--- config.mk ---
export PLATFORM = sky130hd
export DESIGN_NAME = ovn_fifo
export DESIGN_NICKNAME = d
export VERILOG_FILES = /design/src/sv/ovn_pkg.sv /design/src/sv/ovn_fifo.sv
export SDC_FILE = /design/constraint.sdc
export NUM_CORES = 1
export LEC_CHECK = 0
export BUFFER_PORTS_ARGS = -buffer_cell sky130_fd_sc_hd__buf_2
export CAP_MARGIN = 10
export CORE_MARGIN = 4
export CORE_UTILIZATION = 39
export DETAILED_ROUTE_END_ITERATION = 8
export GPL_ROUTABILITY_DRIVEN = 0
export PLACE_DENSITY = 0.63
export SYNTH_ARGS = -nofsm -noshare
export SYNTH_HDL_FRONTEND = slang
export SYNTH_SLANG_ARGS = --single-unit
--- constraint.sdc ---
create_clock -name clk_i -period 6.1 [get_ports clk_i]
set_input_delay 1.22 -clock clk_i [delete_from_list [all_inputs] [get_ports clk_i]]
set_output_delay 1.22 -clock clk_i [all_outputs]
set_load 0.02 [all_outputs]
--- src/sv/ovn_pkg.sv ---
// Shared types and constants of the octave value noise unit.
// No dependencies; imported by the front end, queue, back end, top level and checker.
`default_nettype none

package ovn_pkg;

  // grid geometry
  localparam int SIDE_LOG2   = 8;
  localparam int COORD_W     = 8;
  localparam int SEED_W      = 16;
  localparam int ADDR_W      = 2 * SIDE_LOG2;
  localparam int STORE_DEPTH = 1 << ADDR_W;

  // configuration port
  localparam int OCT_W      = 4;
  localparam int BIAS_W     = 12;
  localparam int CFG_IDX_W  = 4;
  localparam int CFG_DATA_W = 12;
  localparam logic [CFG_IDX_W-1:0] CFG_IDX_OCT  = CFG_IDX_W'(0);
  localparam logic [CFG_IDX_W-1:0] CFG_IDX_BIAS = CFG_IDX_W'(1);
  localparam logic [OCT_W-1:0]  OCT_RESET  = OCT_W'(1);
  localparam logic [BIAS_W-1:0] BIAS_RESET = BIAS_W'(512);
  localparam logic [BIAS_W-1:0] BIAS_MIN   = BIAS_W'(51);
  localparam logic [BIAS_W-1:0] BIAS_MAX   = BIAS_W'(2560);

  // octave loop
  localparam int OCT_HW    = 8;
  localparam int OCT_MAX   = (SIDE_LOG2 < OCT_HW) ? SIDE_LOG2 : OCT_HW;
  localparam int OCT_IDX_W = $clog2(OCT_HW);
  localparam int SH_W      = $clog2(SIDE_LOG2 + 1);
  localparam int PITCH_W   = SIDE_LOG2 + 1;
  localparam int CW_W      = 2 * PITCH_W;
  localparam int NUM_W     = CW_W + SEED_W;

  // octave weights, unsigned Q17.24 (largest weight stays below 2^41)
  localparam int W_FRAC  = 24;
  localparam int W_W     = 41;
  localparam int W_LO_W  = W_FRAC;
  localparam int W_HI_W  = W_W - W_LO_W;
  localparam int W_SHIFT = 8;
  localparam int DVD_W   = W_W + W_SHIFT;
  localparam logic [W_W-1:0] W_ONE = {{(W_W-W_FRAC-1){1'b0}}, 1'b1, {W_FRAC{1'b0}}};

  // result path
  localparam int NOISE_W = 16;
  localparam int ACC_W   = 60;
  localparam int WSUM_W  = 44;

  // item queue
  localparam int FIFO_DEPTH = 2;

  typedef enum logic {
    REQ_WRITE = 1'b0,
    REQ_QUERY = 1'b1
  } req_e;

  // one classified item in the queue
  typedef struct packed {
    req_e                  kind;
    logic [SIDE_LOG2-1:0]  x;
    logic [SIDE_LOG2-1:0]  y;
    logic [SEED_W-1:0]     seed;
  } item_t;

  // clamped configuration seen by the back end
  typedef struct packed {
    logic [OCT_W-1:0]  oct_n;
    logic [BIAS_W-1:0] bias;
    logic              bias_wr;
  } cfg_t;

  // seed store access from the back end
  typedef struct packed {
    logic              we;
    logic [ADDR_W-1:0] waddr;
    logic [SEED_W-1:0] wdata;
    logic [ADDR_W-1:0] raddr;
  } ram_req_t;

endpackage

`default_nettype wire

--- src/sv/ovn_fifo.sv ---
// Short item queue between the front end and the back end.
// Depends on ovn_pkg (item_t, FIFO_DEPTH).
`default_nettype none

module ovn_fifo import ovn_pkg::*; (
  input  logic  clk_i,
  input  logic  rst_ni,
  input  logic  push_i,
  input  item_t item_i,
  input  logic  pop_i,
  output item_t head_o,
  output logic  full_o,
  output logic  empty_o
);

  localparam int PTR_W = (FIFO_DEPTH > 1) ? $clog2(FIFO_DEPTH) : 1;
  localparam int CNT_W = $clog2(FIFO_DEPTH + 1);

  item_t            store_q [FIFO_DEPTH];
  logic [PTR_W-1:0] wr_ptr_q;
  logic [PTR_W-1:0] rd_ptr_q;
  logic [CNT_W-1:0] cnt_q;
  logic             do_push;
  logic             do_pop;

  assign full_o  = (cnt_q == CNT_W'(FIFO_DEPTH));
  assign empty_o = (cnt_q == '0);
  assign do_push = push_i && !full_o;
  assign do_pop  = pop_i && !empty_o;
  assign head_o  = store_q[rd_ptr_q];

  // pointers and fill count
  always_ff @(posedge clk_i or negedge rst_ni) begin
    if (!rst_ni) begin
      wr_ptr_q <= '0;
      rd_ptr_q <= '0;
      cnt_q    <= '0;
    end else begin
      if (do_push) begin
        wr_ptr_q <= (wr_ptr_q == PTR_W'(FIFO_DEPTH - 1)) ? '0 : wr_ptr_q + PTR_W'(1);
      end
      if (do_pop) begin
        rd_ptr_q <= (rd_ptr_q == PTR_W'(FIFO_DEPTH - 1)) ? '0 : rd_ptr_q + PTR_W'(1);
      end
      if (do_push && !do_pop) begin
        cnt_q <= cnt_q + CNT_W'(1);
      end else if (do_pop && !do_push) begin
        cnt_q <= cnt_q - CNT_W'(1);
      end
    end
  end

  // entry storage
  always_ff @(posedge clk_i) begin
    if (do_push) begin
      store_q[wr_ptr_q] <= item_i;
    end
  end

endmodule

`default_nettype wire

* Yosys cells after proc, flatten, opt, wreduce, memory -nomap -nowiden
Memories as Yosys holds them, arrays and structs flattened.
Cells that the tools add are included.
** Storage, ports and cells
- Flip-flop bits (word level) :: 4
- Memory bits (writable) :: 66
- Input bits :: 37
- Output and inout bits :: 35
- Word-level logic and storage cells :: 25
- Memories kept :: 1
** Memory list
- store_q :: depth 2, width 33, read ports 1, clocked after Yosys merged registers in 0, wr ports 1, line ovn_fifo.sv:19 : item_t store_q [FIFO_DEPTH];
** Cells by class
- $add $sub $neg :: 4
- Equal/unequal tests :: 1
- Mux-type cells :: 6
- Reductions and logical operators :: 10
** Operators with widths (number)
- logical AND 1 bit :: 4
- zero test 1 bit :: 4
- 2-to-1 mux 1 bit :: 4
- 2-to-1 mux 2 bit :: 2
- adder 1 bit (second input constant) :: 2
- adder 2 x 1 -> 2 bit (second input constant) :: 1
- == test 2 bit (second input constant) :: 1
- zero test 2 bit :: 1
- nonzero test 2 bit :: 1
- subtractor 2 x 1 -> 2 bit (second input constant) :: 1

* Depth between registers and ports, before layout
Gate-level depths: netlist (run 1).
- Word-level depth :: 7
- Depth in mapped cells :: 7
- Depth with buffers taken out :: 7

* Worst setup path before layout (run 1)
No wires, ideal clock.
- Path kind :: input -> register
- Start :: in push_i
- End :: mem store_q[0][0] in the netlist's numbering (enable)
- Setup time :: 0.423 ns
- Arrival :: 2.705 ns
- Data required time :: 5.677 ns
- Setup slack :: 2.972 ns
- Cell stages on the path :: 2
- Buffers on the path :: 0
- Cells stage by stage :: nand2_1 nor2_1
** Between the ends
- Longest elaborated chain between the ends :: 3
** Ends and longest elaborated chain
- from (decl) :: line ovn_fifo.sv:8 : input logic push_i,
- logical AND 1 bit :: line ovn_fifo.sv:28 : assign do_push = push_i && !full_o;
- 2-to-1 mux 1 bit :: line ovn_fifo.sv:55 : if (do_push) begin
- 2-to-1 mux 1 bit (not written as such) :: line ovn_fifo.sv:56 : store_q[wr_ptr_q] <= item_i;
- to (decl) :: line ovn_fifo.sv:19
Every way passes these cells.

==> flow_summary.json, run 1 <==
{
  "synth_seq_cells": 70,
  "grt_start_max_net_pins": 35,
  "synthTopCellsByArea": "sky130_fd_sc_hd__edfxtp_1 73%, sky130_fd_sc_hd__mux2_4 16%, sky130_fd_sc_hd__dfrtp_1 3.7%, sky130_fd_sc_hd__buf_12 2.2%, sky130_fd_sc_hd__mux2_2 1.6%",
  "cp-start-kind": "flip-flop",
  "grt_setup_unrepaired": "false",
  "fp.coreArea_mm2": 0.006794,
  "synth.yosys.seq_area_share_pct": 76.26,
  "place_inst": 285,
  "htree_num_levels": 3,
  "ys.warnings.count": 0,
  "final_antenna_violating_net_count": 0,
  "hold-path-endpoint": "cnt_q[1]",
  "rr_endpoint": "store_q[0][30]",
  "wl_um": 4431,
  "count_of_buffers_from_port_buffering": 71,
  "timing.critical_path.from": "rd_ptr_q",
  "worst-endpoint-required_ns": 4.88,
  "synthMostInstantiatedCell": "sky130_fd_sc_hd__edfxtp_1",
  "die_width_um": 91.67,
  "synthSimpleGateAreaFrac_pct": 1.008,
  "crit_path_capture_type": "primary output",
  "via_count_of_the_first_global_routing_pass": 1426,
  "tightestPinTransition_ns": 1.045,
  "flow.area_growth_from_synthesis_pct": 22.69,
  "critPathMaxFanout": 34,
  "dominant_delay_contributor_by_cell_family_on_the_critical_path": "flip-flops",
  "area.sequential_mm2": 0.002083,
  "clk-insertion-delay-late_ns": 0.33,
  "post-cts-setup-buffers": 0,
  "rr_worst_depth": 3,
  "number_of_synthesized_flops_with_an_enable_pin": 66,
  "timing.critical_path.slowest_cell_delay_ns": 1.06,
  "critical_path_depth": 2,
  "finalSetupViolCount": 0,
  "regToRegStartpoint": "cnt_q[0]",
  "grt-ovfl-total": 0,
  "num-fill-cells": 600,
  "critPathSlowestCell": "sky130_fd_sc_hd__dfrtp_2",
  "drt-initial-drc-count": 61,
  "synth_largest_area_cell": "sky130_fd_sc_hd__edfxtp_1",
  "grtUsageTotal_pct": 11.37,
  "synth.cell_area_mm2": 0.002730,
  "proportion_of_layout_cells_with_a_drive_suffix_above_1_pct": 58.54,
  "hpwl_um": 2937,
  "route.detailed.wl_per_inst_um": 14.72,
  "placementRows": 30,
  "multiInputGateArea_um2": 578.1,
  "numCtsBuffers": 9,
  "syn-instance-count": 122,
  "die-height_um": 91.67,
  "outcome": "complete, no violations",
  "cts_tree": "yes",
  "maximum_operating_frequency_mhz": 314.1,
  "synth-adder-area-share_pct": 0.4583,
  "cts.reportedPaths.clkPinSlew_ns": 0.07,
  "postSynth.topFlopCell": "sky130_fd_sc_hd__edfxtp_1",
  "design.final.nets": 238,
  "initial_utilization_pct": 40.18,
  "antenna_cells_inserted": 0,
  "max-slew-margin-rel_pct": 30.33,
  "regToRegSetupSlack_ns": 4.25,
  "max_cap_viol": 0,
  "timing.setup.tns_ns": 0,
  "hold_path_depth": 1,
  "firstDrtPassIters": 4,
  "power-per-cell-area_mw_per_mm2": 502.2,
  "netlist_top_cells_count": "66 x sky130_fd_sc_hd__edfxtp_1, 29 x sky130_fd_sc_hd__mux2_4, 4 x sky130_fd_sc_hd__dfrtp_1, 4 x sky130_fd_sc_hd__mux2_2",
  "synth.area.mux_share_pct": 17.60,
  "worstPathBufferInverterCount": 1,
  "timing.final.crit_period_ns": 3.183,
  "leakage_nw": 1.355,
  "post-route-period-util_pct": 52.19,
  "ir_drop_mv": 0.2948,
  "timing.final.max_slew_violations": 0,
  "clk_root_buffer_cell": "sky130_fd_sc_hd__clkbuf_8",
  "report.final.hold_viol_count": 0,
  "grt_first_pass_wirelength_um": 7051,
  "design.portCount": 72,
  "cts_buffer_depth": 2,
  "timing.hold.worst.class": "reg -> reg",
  "skew_ns": 0.005313,
  "hold_path.startpoint": "cnt_q[1]",
  "viasPerCell": 4.392,
  "combinational_family_with_the_most_area_after_synthesis": "multiplexers",
  "synth-async-reset-ratio_pct": 5.714,
  "synth_xor_area_share_pct": 1.604,
  "drc": 0,
  "post_synth.cell_area_avg_um2": 22.38,
  "synthesis.nets": 160,
  "timing.critical_path.cells": "mux2_2, buf_2",
  "post_cts_hold_buffer_count": 0,
  "worst-setup-path-type": "reg -> out",
  "synth.top_cell.area_share_pct": 72.59,
  "die-area_mm2": 0.008402,
  "synth-compound-area-share_pct": 0.1833,
  "layoutNonFillerInstCount": 301,
  "post_synth_num_cell_types": 15,
  "numClockSinks": 70,
  "endpoint_arrival_time_on_the_critical_path_ns": 1.96,
  "initial_antenna_violation_count": 0,
  "route.vias.total": 1322,
  "cts_repair_resize_count": 0
}
[layout by cell type (no fill, tap or decap), drive strengths merged]
cell and instances:
nand2b 1, ha 1, o21ai 1, mux2 33, clkbuf 11, clkinv 3, and3 1, dfrtp 4
bufinv 2, xor2 2, buf 71, xnor2 3, edfxtp 66, inv 2, nor2 3, nand2 1
[layout make-up]
type,count,area share [%]
Tap cell,96,3.586
Timing Repair Buffer,71,10.61
Multi-Input combinational cell,46,17.26
Clock buffer,11,3.922
Inverter,2,0.2241
Sequential cell,70,62.20
Clock inverter,5,2.204
[worst max-delay path by stage]
| stage | end | slack [ns] |
|---|---|---|
| 2_1_floorplan | store_q[0][0] | 2.97 |
| 3_3_place_gp | head_o[15] | 3.23 |
| 3_5_place_dp | head_o[11] | 3.22 |
| 4_1_cts | head_o[15] | 2.85 |
| 5_1_grt | head_o[10] | 2.78 |
| 6_report | head_o[11] | 2.92 |
[logic make-up after synthesis]
| group | after synthesis |
|---|---|
| buffers and inverters | 6 |
| adder cells (fa/ha/maj) | 1 |
| AO/OA/AOI/OAI | 1 |
| multiplexers | 33 |
| XOR/XNOR | 5 |
| flip-flops | 70 |
| AND/OR/NAND/NOR | 6 |
[worst reg2reg max path, stage by stage (launching register included)]
cell and delay (ns):
sky130_fd_sc_hd__dfrtp_1 0.42, sky130_fd_sc_hd__nand2b_1 0.16, sky130_fd_sc_hd__nand2_1 0.14, sky130_fd_sc_hd__nor2_4 0.74
[report_power, final]
| part | leakage, nW | switching [mW] | internal, mW |
|---|---|---|---|
| combinational | 0.591 | 0.278 | 0.266 |
| clock | 0.105 | 0.155 | 0.228 |
| sequential | 0.659 | 0.0954 | 0.661 |
[routing by layer]
metal	global-route usage, %	up-vias	wire, um
met5	0	-	0
met4	7.538	0	126
met3	4.020	11	272
met2	19.90	38	2387
met1	11.24	647	1645
li1	-	626	-
[through the flow]
step	hold slack (ns)	setup WS, ns	area, um2	utilization [%]	power (mW)
2_1_floorplan	0.4608	2.972	2730	-	1.198
3_3_place_gp	0.5100	3.233	3144	46.28	1.319
3_5_place_dp	0.5167	3.222	3144	46.28	1.326
4_1_cts	0.5295	2.845	3349	49.30	1.713
5_1_grt	0.5627	2.782	3349	49.30	1.775
6_report	0.5305	2.917	3349	49.30	1.682
[registers in the layout, summed over array words and instances, names as in the netlist]
register	count
store_q	66
cnt_q	2
rd_ptr_q	1
wr_ptr_q	1
Note: power is estimated with default switching activity, not from simulation.
==> inputs of run 2 (changes only) <==
--- a/config.mk
+++ b/config.mk
@@ -11,7 +11,7 @@
 export CORE_UTILIZATION = 39
 export DETAILED_ROUTE_END_ITERATION = 8
 export GPL_ROUTABILITY_DRIVEN = 0
-export PLACE_DENSITY = 0.63
+export PLACE_DENSITY = 0.65
 export SYNTH_ARGS = -nofsm -noshare
 export SYNTH_HDL_FRONTEND = slang
 export SYNTH_SLANG_ARGS = --single-unit
==> constraint.sdc (replaced) <==
create_clock -name clk_i -period 2.9 [get_ports clk_i]
set_input_delay 0.58 -clock clk_i [delete_from_list [all_inputs] [get_ports clk_i]]
set_output_delay 0.58 -clock clk_i [all_outputs]
set_load 0.02 [all_outputs]
==> run 2 against run 1 <==
Clock-buffer cell count shrank 2. Non-clock buffer count is 3 higher. Wire length rose by 0.68%. Cell area increased by 3.4%. Total power grew 130%. Combinational power is 130% higher. Clock skew grew 0.0047 ns. Worst setup slack worse by 2.4 ns. Utilization grew 1.7 points. First-iteration DRC count shrank 67%. Critical endpoint is now head_o[24]. Critical path depth increased by 1.
==> flow_summary.json, run 2 (synthesized netlist as in run 1, its figures left out) <==
{
  "globalRouteMet1Util_pct": 12.58,
  "design.final.nets": 241,
  "hpwl_um": 3032,
  "clk-insertion-delay-late_ns": 0.33,
  "numClockSinks": 70,
  "proportion_of_layout_cells_with_a_drive_suffix_above_1_pct": 60.39,
  "timing.critical_path.from": "rd_ptr_q",
  "skew_ns": 0.009975,
  "finalSetupViolCount": 0,
  "via_count_of_the_first_global_routing_pass": 1424,
  "timing.final.max_slew_violations": 0,
  "grt_use_met3_pct": 4.430,
  "dp_slack_ns": 0.8498,
  "post_cts_hold_buffer_count": 0,
  "wl_um": 4461,
  "worst-endpoint-required_ns": 2.32,
  "global_route.peak_usage_layer": "met2",
  "grt_first_pass_wirelength_um": 6982,
  "antenna_cells_inserted": 0,
  "power-per-cell-area_mw_per_mm2": 1113,
  "ir_drop_mv": 0.6294,
  "numCtsBuffers": 9,
  "cts_tree": "yes",
  "grt_setup_unrepaired": "false",
  "htree_num_levels": 3,
  "viasPerCell": 4.366,
  "grt_start_max_net_pins": 34,
  "timing.hold.worst.class": "in -> async",
  "final_antenna_violating_net_count": 0,
  "route.detailed.wl_per_inst_um": 14.72,
  "firstDrtPassIters": 3,
  "outcome": "complete, no violations",
  "maximum_operating_frequency_mhz": 423.3,
  "registers.top_by_ff_count": "store_q",
  "num-fill-cells": 580,
  "max-slew-margin-rel_pct": 47.26,
  "fp.coreArea_mm2": 0.006794,
  "grt-ovfl-total": 0,
  "setup_slack_ns": 0.5377,
  "tightestPinTransition_ns": 0.7911,
  "flow.area_growth_from_synthesis_pct": 26.81,
  "cp-start-kind": "flip-flop",
  "timing.final.crit_period_ns": 2.362,
  "leakage_nw": 1.409,
  "grtUsageTotal_pct": 11.13,
  "critPathMaxFanout": 18,
  "die-height_um": 91.67,
  "cts.reportedPaths.clkPinSlew_ns": 0.07,
  "placementRows": 30,
  "final_core_utilization_pct": 50.96,
  "cts_buffer_depth": 2,
  "top_regs": "store_q: 66 flops, cnt_q: 2 flops",
  "drc": 0,
  "post-cts-setup-buffers": 0,
  "count_of_buffers_from_port_buffering": 71,
  "route.vias.total": 1323,
  "max_cap_viol": 0,
  "worst-setup-path-type": "reg -> out",
  "largest_register_ff_count": 66,
  "commonest_cells_after_routing_fill_and_taps_aside": "71 x sky130_fd_sc_hd__buf_2, 66 x sky130_fd_sc_hd__edfxtp_1, 29 x sky130_fd_sc_hd__mux2_4",
  "regToRegStartpoint": "cnt_q[0]",
  "die_width_um": 91.67,
  "initial_utilization_pct": 40.18,
  "crit_path_capture_type": "primary output",
  "post-route-period-util_pct": 81.46,
  "layout_commonest_cell": "sky130_fd_sc_hd__buf_2",
  "cts_repair_resize_count": 0,
  "report.final.hold_viol_count": 0,
  "die-area_mm2": 0.008402,
  "design.portCount": 72,
  "endpoint_arrival_time_on_the_critical_path_ns": 1.78,
  "drt-initial-drc-count": 20,
  "initial_antenna_violation_count": 1,
  "clk_root_buffer_cell": "sky130_fd_sc_hd__clkbuf_8",
  "grt_use_met2_pct": 17.65,
  "timing.setup.tns_ns": 0
}
## run 2: path summary, 6_finish.rpt
path,end,slack (ns),cells after the start
max in group asynchronous,rd_ptr_q,2.72,1
worst min-delay path,cnt_q[1],0.04,1
worst min register to register,cnt_q[1],0.54,1
worst max register to register,store_q[0][16],1.13,4
worst max-delay path,head_o[24],0.54,3
min in group clk_i,store_q[0][5],0.43,1
## run 2: final cells by class
type                            count  area (um2)  area share (%)
Clock buffer                        9       123.9           3.578
Clock inverter                      6       158.9           4.590
Multi-Input combinational cell     46       578.1           16.70
Timing Repair Buffer               74       390.4           11.28
Inverter                            2       7.507          0.2168
Sequential cell                    70        2083           60.17
Tap cell                           96       120.1           3.469
## run 2: metal layers
layer,up-vias,share of wire (%)
li1,627,-
met1,634,40
met2,49,50
met3,11,7.9
met4,2,2.1
met5,-,0.16
## run 2: through the flow
stage,std cells,hold slack (ns),power [mW],cell area [um2]
2_1_floorplan,122,0.2844,2.521,2730
4_1_cts,303,0.01966,3.925,3462
5_1_grt,303,0.02374,4.034,3462
3_3_place_gp,288,0.3950,2.799,3179
6_report,303,0.04075,3.853,3462
3_5_place_dp,288,0.3929,2.820,3179
## run 2: critical path, cell delays in order, from the launching register on
cell,delay [ns]
sky130_fd_sc_hd__dfrtp_2,0.72
sky130_fd_sc_hd__buf_12,0.25
sky130_fd_sc_hd__mux2_4,0.31
sky130_fd_sc_hd__buf_2,0.16
## run 2: power by group
part           total (mW)  switching, mW  leakage (nW)  internal [mW]
Combinational        1.23          0.652         0.611          0.582
Sequential           1.53          0.139         0.659           1.39
Clock                1.09          0.350         0.139          0.742
==> inputs of run 3 (changes only) <==
--- a/config.mk
+++ b/config.mk
@@ -11,7 +11,7 @@
 export CORE_UTILIZATION = 39
 export DETAILED_ROUTE_END_ITERATION = 8
 export GPL_ROUTABILITY_DRIVEN = 0
-export PLACE_DENSITY = 0.65
+export PLACE_DENSITY = 0.63
 export SYNTH_ARGS = -nofsm -noshare
 export SYNTH_HDL_FRONTEND = slang
 export SYNTH_SLANG_ARGS = --single-unit
==> constraint.sdc (replaced) <==
create_clock -name clk_i -period 2.32 [get_ports clk_i]
set_input_delay 0.464 -clock clk_i [delete_from_list [all_inputs] [get_ports clk_i]]
set_output_delay 0.464 -clock clk_i [all_outputs]
set_load 0.02 [all_outputs]
==> run 3 against run 2 <==
Sequential share of layout area grew 2.2 points. Highest routed layer is now met4. Utilization shrank 1.8 points. Final cell count grew 0.99%. Clock skew shrank 0.0048 ns. Register-to-register slack lost 0.37 ns. Clock power shrank 30%. Critical path type unchanged.
==> flow_summary.json, run 3 (synthesized netlist as in run 1, its figures left out) <==
{
  "outcome": "complete, no violations",
  "antenna_cells_inserted": 0,
  "drt-initial-drc-count": 37,
  "viasPerCell": 4.356,
  "grt_setup_unrepaired": "false",
  "die-height_um": 91.67,
  "timing.critical_path.from": "rd_ptr_q",
  "drc": 0,
  "post_cts_hold_buffer_count": 1,
  "top_regs": "store_q: 66 flops, cnt_q: 2 flops",
  "count_of_buffers_from_port_buffering": 71,
  "numCtsBuffers": 9,
  "route.detailed.wl_per_inst_um": 14.54,
  "registers.top_by_ff_count": "store_q",
  "whs_ns": 0.3195,
  "max-slew-margin-rel_pct": 69.83,
  "max_cap_viol": 0,
  "timing.setup.tns_ns": 0,
  "power_report.internal_total_mw": 2.833,
  "report.final.hold_viol_count": 0,
  "firstDrtPassIters": 4,
  "grt_first_pass_wirelength_um": 7044,
  "p_comb_share_pct": 38.6,
  "cp-start-kind": "flip-flop",
  "clk-insertion-delay-late_ns": 0.32,
  "skew_ns": 0.005151,
  "p_clk_share_pct": 18.1,
  "post-route-period-util_pct": 85.49,
  "seqPwrFrac_pct": 43.4,
  "via_count_of_the_first_global_routing_pass": 1465,
  "design.final.nets": 244,
  "regToRegStartpoint": "cnt_q[0]",
  "rr_worst_depth": 7,
  "grt_start_max_net_pins": 34,
  "timing.critical_path.to": "head_o[15]",
  "critPathMaxFanout": 16,
  "cts_repair_resize_count": 0,
  "cts_tree": "yes",
  "die_width_um": 91.67,
  "wl_um": 4448,
  "tightestPinTransition_ns": 0.4525,
  "setup_slack_ns": 0.3367,
  "dp_slack_ns": 0.6668,
  "rr_endpoint": "cnt_q[1]",
  "endpoint_arrival_time_on_the_critical_path_ns": 1.52,
  "initial_utilization_pct": 40.18,
  "cts_buffer_depth": 2,
  "worst-endpoint-required_ns": 1.86,
  "clk_root_buffer_cell": "sky130_fd_sc_hd__clkbuf_8",
  "post-cts-setup-buffers": 0,
  "fp.coreArea_mm2": 0.006794,
  "leakage_nw": 1.355,
  "die-area_mm2": 0.008402,
  "cts.reportedPaths.clkPinSlew_ns": 0.07,
  "final_core_utilization_pct": 49.13,
  "power-per-cell-area_mw_per_mm2": 1266,
  "route.vias.total": 1333,
  "timing.critical_path.cells": "buf_4, mux2_2, buf_2",
  "worst-setup-path-type": "reg -> out",
  "htree_num_levels": 3,
  "grt-ovfl-total": 0,
  "critPathSlowestCell": "sky130_fd_sc_hd__mux2_2",
  "p_switching_mw": 1.392,
  "timing.final.crit_period_ns": 1.983,
  "grtUsageTotal_pct": 11.28,
  "finalSetupViolCount": 0,
  "numClockSinks": 70,
  "largest_register_ff_count": 66,
  "timing.critical_path.slowest_cell_delay_ns": 0.38,
  "ir_drop_mv": 0.6224,
  "layout_commonest_cell": "sky130_fd_sc_hd__buf_2",
  "regToRegSetupSlack_ns": 0.76,
  "initial_antenna_violation_count": 0,
  "design.portCount": 72,
  "flow.area_growth_from_synthesis_pct": 22.27,
  "p_sw_share_pct": 32.95,
  "hpwl_um": 2961,
  "timing.hold.worst.class": "in -> reg",
  "proportion_of_layout_cells_with_a_drive_suffix_above_1_pct": 57.62,
  "maximum_operating_frequency_mhz": 504.2,
  "crit_path_capture_type": "primary output",
  "final_antenna_violating_net_count": 0,
  "placementRows": 30,
  "commonest_cells_after_routing_fill_and_taps_aside": "71 x sky130_fd_sc_hd__buf_2, 66 x sky130_fd_sc_hd__edfxtp_1, 29 x sky130_fd_sc_hd__mux2_4",
  "timing.final.max_slew_violations": 0
}
-- run 3: cell count changes in the layout (fill, tap and decap cells not counted), sizes merged --
cell         change
clkinv           +2
buf              +2
bufinv           -5
dlygate4sd3      +1
clkbuf           +3
-- run 3: worst min-delay path by stage --
stage                           from             end  slack (ns)  depth (start not counted)
after floorplan               rst_ni        cnt_q[0]        0.17                          0
after global placement        rst_ni        cnt_q[1]        0.28                          1
after detailed placement      rst_ni        cnt_q[1]        0.28                          1
after CTS                  item_i[1]   store_q[0][1]        0.30                          1
after global routing      item_i[24]  store_q[1][24]        0.30                          1
final                      item_i[1]   store_q[0][1]        0.32                          1
-- run 3: power groups by stage --
stage | Combinational, mW | Clock [mW] | Sequential, mW
detailed placement | 1.66 | 0 | 1.86
CTS | 1.67 | 0.804 | 1.84
floorplan | 1.32 | 0 | 1.84
global route | 1.74 | 0.864 | 1.86
finish | 1.63 | 0.764 | 1.83
global placement | 1.66 | 0 | 1.85
-- run 3: critical path, delay by kind of cell, from the launching register on --
kind	cells	cell delay, ns
buffers and inverters	2	0.45
flip-flops	1	0.36
multiplexers	1	0.38
-- run 3: cell type report --
| cell class | instances | area (um2) |
|---|---|---|
| clock buffers | 12 | 135.1 |
| repair buffers | 77 | 402.9 |
| flip-flops and latches | 70 | 2083 |
| well taps | 96 | 120.1 |
| multi-input cells | 46 | 576.8 |
| clock inverters | 3 | 12.51 |
| inverters | 2 | 7.507 |
| fillers | 589 | 3456 |
-- run 3: metrics by stage --
| step | area, um2 | std cells | power, mW |
|---|---|---|---|
| detailed placement | 3181 | 290 | 3.524 |
| CTS | 3338 | 306 | 4.310 |
| floorplan | 2733 | 122 | 3.151 |
| global placement | 3181 | 290 | 3.504 |
| global route | 3338 | 306 | 4.464 |
| finish | 3338 | 306 | 4.225 |
-- run 3: routing by layer --
layer  global-route usage, %  up-vias  wire length [um]
li1                        -      638                 -
met1                   12.17      643              1875
met2                   18.14       46              2153
met3                   4.840        6               361
met4                   7.161        0                58
met5                       0        -                 0
